## config.mk

```make
export PLATFORM = sky130hd
export DESIGN_NAME = stq_ctrl
export DESIGN_NICKNAME = d
export VERILOG_FILES = /design/src/rtl/stq_pkg.sv /design/src/rtl/stq_ctrl.sv
export VERILOG_INCLUDE_DIRS = /design/src /design/src/rtl
export SDC_FILE = /design/constraint.sdc
export NUM_CORES = 1
export LEC_CHECK = 0
export BUFFER_PORTS_ARGS = -buffer_cell sky130_fd_sc_hd__buf_4
export CAP_MARGIN = 20
export CORE_AREA = 2 2 39 41
export DETAILED_ROUTE_END_ITERATION = 8
export DIE_AREA = 0 0 41 43
export GPL_TIMING_DRIVEN = 0
export PLACE_DENSITY_LB_ADDON = 0.12
export SLEW_MARGIN = 5
export SYNTH_ARGS = -nofsm -noshare
export SYNTH_HDL_FRONTEND = slang
export SYNTH_SLANG_ARGS = --single-unit
```

## constraint.sdc

```tcl
create_clock -name clk -period 2.65 [get_ports clk]
set_input_delay 0.1325 -clock clk [delete_from_list [all_inputs] [get_ports clk]]
set_output_delay 0.1325 -clock clk [all_outputs]
set_load 0.05 [all_outputs]
```

## src/rtl/sorted_timer_queue_defines.svh

```systemverilog
// Assertion macros used by the timer queue controller.
`ifndef SORTED_TIMER_QUEUE_DEFINES_SVH
`define SORTED_TIMER_QUEUE_DEFINES_SVH
// Implication checked on every clock edge outside reset.
`define STQ_ASSERT_IMP(lbl, clk, rst_n, ante, cons, msg) \
	lbl: assert property (@(posedge clk) disable iff (!rst_n) (ante) |-> (cons)) \
		else $error(msg);
// Next-cycle implication checked outside reset.
`define STQ_ASSERT_NXT(lbl, clk, rst_n, ante, cons, msg) \
	lbl: assert property (@(posedge clk) disable iff (!rst_n) (ante) |=> (cons)) \
		else $error(msg);
`endif

```

## src/rtl/stq_pkg.sv

```systemverilog
// Types and constants of the sorted timer queue.
package stq_pkg;
	localparam int MAX_TIMERS = 64;
	localparam int TIME_BITS = 32;
	localparam int SLOT_BITS = 6;
	localparam int IDX_BITS = (MAX_TIMERS > 1) ? $clog2(MAX_TIMERS) : 1;

	typedef logic [1:0] func_t;
	localparam func_t FUNC_ADD = 2'd0;
	localparam func_t FUNC_ADJUST = 2'd1;
	localparam func_t FUNC_DELETE = 2'd2;
	localparam func_t FUNC_TICK = 2'd3;

	typedef enum logic [3:0] {
		ST_IDLE,
		ST_DISPATCH,
		ST_UNLINK,
		ST_INS_START,
		ST_WALK_RD,
		ST_WALK_CMP,
		ST_INS_LINK,
		ST_INS_FIX,
		ST_TICK_RD,
		ST_TICK_CMP,
		ST_TICK_PEEK,
		ST_TICK_OUT
	} state_t;

	typedef enum logic [3:0] {
		CMD_NONE,
		CMD_LATCH,
		CMD_UNLINK,
		CMD_INS_START,
		CMD_WALK_RD,
		CMD_WALK_NEXT,
		CMD_INS_LINK,
		CMD_INS_FIX,
		CMD_TICK_RD,
		CMD_TICK_EMIT
	} cmd_t;

	typedef struct packed {
		logic op_ok;
		logic is_listed;
		logic empty;
		logic found;
		logic at_tail;
		logic due;
		logic last;
		logic walk_done;
	} status_t;
endpackage

```

## src/rtl/stq_ctrl.sv

```systemverilog
// Sequencer of the timer queue operations.
`include "sorted_timer_queue_defines.svh"
module stq_ctrl (
	input  logic              clk,
	input  logic              arst_n,
	input  logic              in_valid,
	output logic              in_ready,
	input  stq_pkg::func_t    func,
	output logic              out_valid,
	input  logic              out_ready,
	output stq_pkg::cmd_t     cmd,
	input  stq_pkg::status_t  status
);
	stq_pkg::state_t state_q, state_d;
	stq_pkg::func_t func_q;

	always_ff @(posedge clk or negedge arst_n) begin
		if (!arst_n) begin
			state_q <= stq_pkg::ST_IDLE;
			func_q <= stq_pkg::FUNC_ADD;
		end else begin
			state_q <= state_d;
			if (in_valid && in_ready) func_q <= func;
		end
	end

	always_comb begin
		state_d = state_q;
		cmd = stq_pkg::CMD_NONE;
		in_ready = 1'b0;
		out_valid = 1'b0;
		case (state_q)
			stq_pkg::ST_IDLE: begin
				in_ready = 1'b1;
				if (in_valid) begin
					cmd = stq_pkg::CMD_LATCH;
					state_d = stq_pkg::ST_DISPATCH;
				end
			end
			stq_pkg::ST_DISPATCH: begin
				if (func_q == stq_pkg::FUNC_TICK) begin
					state_d = status.empty ? stq_pkg::ST_IDLE : stq_pkg::ST_TICK_RD;
				end else if (!status.op_ok) state_d = stq_pkg::ST_IDLE;
				else if (func_q == stq_pkg::FUNC_ADD)
					state_d = status.is_listed ? stq_pkg::ST_IDLE : stq_pkg::ST_INS_START;
				else state_d = status.is_listed ? stq_pkg::ST_UNLINK : stq_pkg::ST_IDLE;
			end
			stq_pkg::ST_UNLINK: begin
				cmd = stq_pkg::CMD_UNLINK;
				state_d = (func_q == stq_pkg::FUNC_ADJUST) ? stq_pkg::ST_INS_START
					: stq_pkg::ST_IDLE;
			end
			stq_pkg::ST_INS_START: begin
				cmd = stq_pkg::CMD_INS_START;
				state_d = status.empty ? stq_pkg::ST_IDLE : stq_pkg::ST_WALK_RD;
			end
			stq_pkg::ST_WALK_RD: begin
				cmd = stq_pkg::CMD_WALK_RD;
				state_d = stq_pkg::ST_WALK_CMP;
			end
			stq_pkg::ST_WALK_CMP: begin
				cmd = stq_pkg::CMD_WALK_NEXT;
				state_d = status.walk_done ? stq_pkg::ST_INS_LINK : stq_pkg::ST_WALK_RD;
			end
			stq_pkg::ST_INS_LINK: begin
				cmd = stq_pkg::CMD_INS_LINK;
				state_d = status.found ? stq_pkg::ST_INS_FIX : stq_pkg::ST_IDLE;
			end
			stq_pkg::ST_INS_FIX: begin
				cmd = stq_pkg::CMD_INS_FIX;
				state_d = stq_pkg::ST_IDLE;
			end
			stq_pkg::ST_TICK_RD: begin
				cmd = stq_pkg::CMD_TICK_RD;
				state_d = stq_pkg::ST_TICK_CMP;
			end
			stq_pkg::ST_TICK_CMP: begin
				if (status.due) begin
					cmd = stq_pkg::CMD_TICK_EMIT;
					state_d = status.at_tail ? stq_pkg::ST_TICK_OUT : stq_pkg::ST_TICK_PEEK;
				end else state_d = stq_pkg::ST_IDLE;
			end
			stq_pkg::ST_TICK_PEEK: begin
				cmd = stq_pkg::CMD_TICK_RD;
				state_d = stq_pkg::ST_TICK_OUT;
			end
			stq_pkg::ST_TICK_OUT: begin
				out_valid = 1'b1;
				if (out_ready)
					state_d = status.last ? stq_pkg::ST_IDLE : stq_pkg::ST_TICK_CMP;
			end
			default: state_d = stq_pkg::ST_IDLE;
		endcase
	end

	`STQ_ASSERT_IMP(a_ready_idle, clk, arst_n, in_ready, state_q == stq_pkg::ST_IDLE, "ready outside idle")
	`STQ_ASSERT_IMP(a_out_tick, clk, arst_n, out_valid, func_q == stq_pkg::FUNC_TICK, "result from non-tick")
	`STQ_ASSERT_NXT(a_out_hold, clk, arst_n, out_valid && !out_ready, out_valid, "result dropped")
endmodule

```

==> results.cfg <==
[clock_tree]
h-tree-depth = 1
clockBufferDepth = 2
insertion_delay_ns = 0.23
clkTransAtPathRegs_ns = 0.04
cts_resized = 0
root_buffer = clkbuf_4
cts_tree = done
cts.sinks = 6
cts_buffers = 3

[final_layout]
nets = 105
drive_gt1_frac = 0.3409
multi_input_area_um2 = 354.1
fin_util = 0.5298
diodes = 0
seq_area_um2 = 150.1
areaGrowthSynthToFinish_pct = 37.88
fillers = 147
final_common_cell = buf_4
layout_common_cells = 19 x buf_4, 7 x nand2_1, 7 x nor2_1

[worst_setup_path]
end_kind = output pin
worstSetupPathType = flop to output pin
crit_required_ns = 2.52
crit_arrival_ns = 1.79
startpoint_type = flop
regToRegSetupSlack_ns = 1.05
path_max_fanout = 10

[timing]
rsz0062_at_grt = no
finClkSkew_ns = 0.0004182
fmax_mhz = 519.6
period_share = 0.7263
max_slew.worst_pin.slew_ns = 0.4192
finalSetupViolCount = 0
max_slew_margin = 0.7205
setup_tns_ns = 0
hold_violations = 0
period_needed_ns = 1.925
slew_viol_final = 0

[synth]
ys_ff_latch = 6
syn_nets = 80
syn_inst = 65
synth_warnings = 0
yosys_most_used_dff = dfrtp_1
ys_types = 29
synthesis.area_um2 = 531.8
synthArstFlopShare = 1.000
synth_area_per_cell_um2 = 8.181
synth_edf_count = 0
ys_seq_area_frac = 0.2824

[drt]
viasPerCell = 5.365
ant_nets = 0
wl_per_cell_um = 12.38
wl_um = 1288
firstDrtPassIters = 4
routed-via-count = 558
drt_iter0_drc = 7
drc = 0

[global_route]
grt_max_degree = 11
grt_pass1_wl_um = 2118
use_met3 = 0.01571
grtUsageTotal = 0.1702
grt_pass1_vias = 555
grt.overflow.total = 0
use_met1 = 0.2119
antenna_found_initial = 0
gr-usage-met2 = 0.2844
busiest_layer = met2

[status]
status = complete, no violations

[floorplanning]
dieArea_um2 = 1763
fp.dieW_um = 41
dieHeight_um = 43
core_um2 = 1384
ios = 20
start_util = 0.3843
core.rowCount = 14

[placement]
gp_congestion = 0.8258
dp_hpwl_um = 997.7
place.port_buffers = 19

[job]
maxCapViolCount = 0

[power_and_ir_drop]
worst_ir_drop_vdd_v = 0.0005470
p_leak_nw = 0.3381
p_per_area_nw_per_um2 = 1184

[min_path]
min_path_type = input pin to flop
metal layers:
layer	up-vias	wire length (um)	part of all wire
li1	281	-	-
met4	0	0	0
met1	257	571	0.44
met2	20	644	0.50
met5	-	0	0
met3	0	72	0.056
worst max-delay path, cell delays in order, from the launching register on:
cell,delay [ns]
dfrtp_1,0.40
buf_1,0.23
nor2_1,0.23
nand2_1,0.08
mux2_2,0.26
o22ai_1,0.14
buf_4,0.22
power breakdown:
part / internal, W / leakage [nW] / switching (W) / total (W)
logic: 0.000237 / 0.248 / 0.000358 / 0.000595
clock network: 0.0000508 / 0.0138 / 0.0000274 / 0.0000783
registers: 0.000132 / 0.0763 / 0.0000627 / 0.000195
cell usage after synthesis (2+ instances only):
cell type / number / area, um^2
a21oi_1: 3 / 15.01
clkbuf_1: 3 / 11.26
dfrtp_1: 6 / 150.1
inv_1: 5 / 18.77
mux2_2: 3 / 33.78
nand2_1: 7 / 26.28
nand2b_1: 3 / 18.77
nor2_1: 7 / 26.28
nor2b_1: 5 / 31.28
nor3b_1: 2 / 15.01
o21ai_0: 3 / 15.01
final cells by class:
class	instances	area share
multi-input cells	50	0.4829
repair buffers	20	0.2082
flip-flops and latches	6	0.2048
clock buffers	3	0.03072
well taps	16	0.02730
inverters	5	0.02560
plain buffers	4	0.02048
repair_timing:
item                                   CTS  global route
hold buffers                             1             0
buffers inserted                         0             0
endpoints found under the hold margin    6             0
worst paths after layout:
| path | from | endpoint | cells past startpoint |
|---|---|---|---|
| setup / recovery | state_q[2] | cmd[0] | 6 |
| setup reg to reg | state_q[2] | state_q[0] | 4 |
| min in group asynchronous | arst_n | state_q[0] | 2 |
| hold / removal | func[1] | func_q[1] | 2 |
| max in group asynchronous | arst_n | func_q[1] | 2 |
| hold reg to reg | func_q[1] | func_q[1] | 1 |
through the flow:
stage | std cells | cell area [um^2] | worst slack (ns) | hold slack [ns] | power (W)
final | 104 | 733.2 | 0.7254 | 0.1327 | 0.0008682
after CTS | 104 | 733.2 | 0.7088 | 0.1263 | 0.0008769
after floorplan | 65 | 538.0 | 0.5387 | -0.1631 | 0.0006370
after detailed placement | 100 | 700.7 | 0.9717 | -0.06093 | 0.0007885
after global routing | 104 | 733.2 | 0.5752 | 0.1300 | 0.0009374
after global placement | 100 | 700.7 | 1.016 | -0.06070 | 0.0007889
registers in the layout (all words and copies together) (netlist names):
name     flops
state_q      4
func_q       2
cell families (layout without fill, tap and decap cells):
kind of cell,Yosys count,after routing,share of synthesized area
AOI/OAI and AO/OA,16,16,0.2706
adders and majority gates,1,1,0.02353
buffers and inverters,9,32,0.06352
DFF,6,6,0.2823
muxes,3,3,0.06352
and+or+nand+nor,30,30,0.2965
Power figures use the tool's default switching activity.
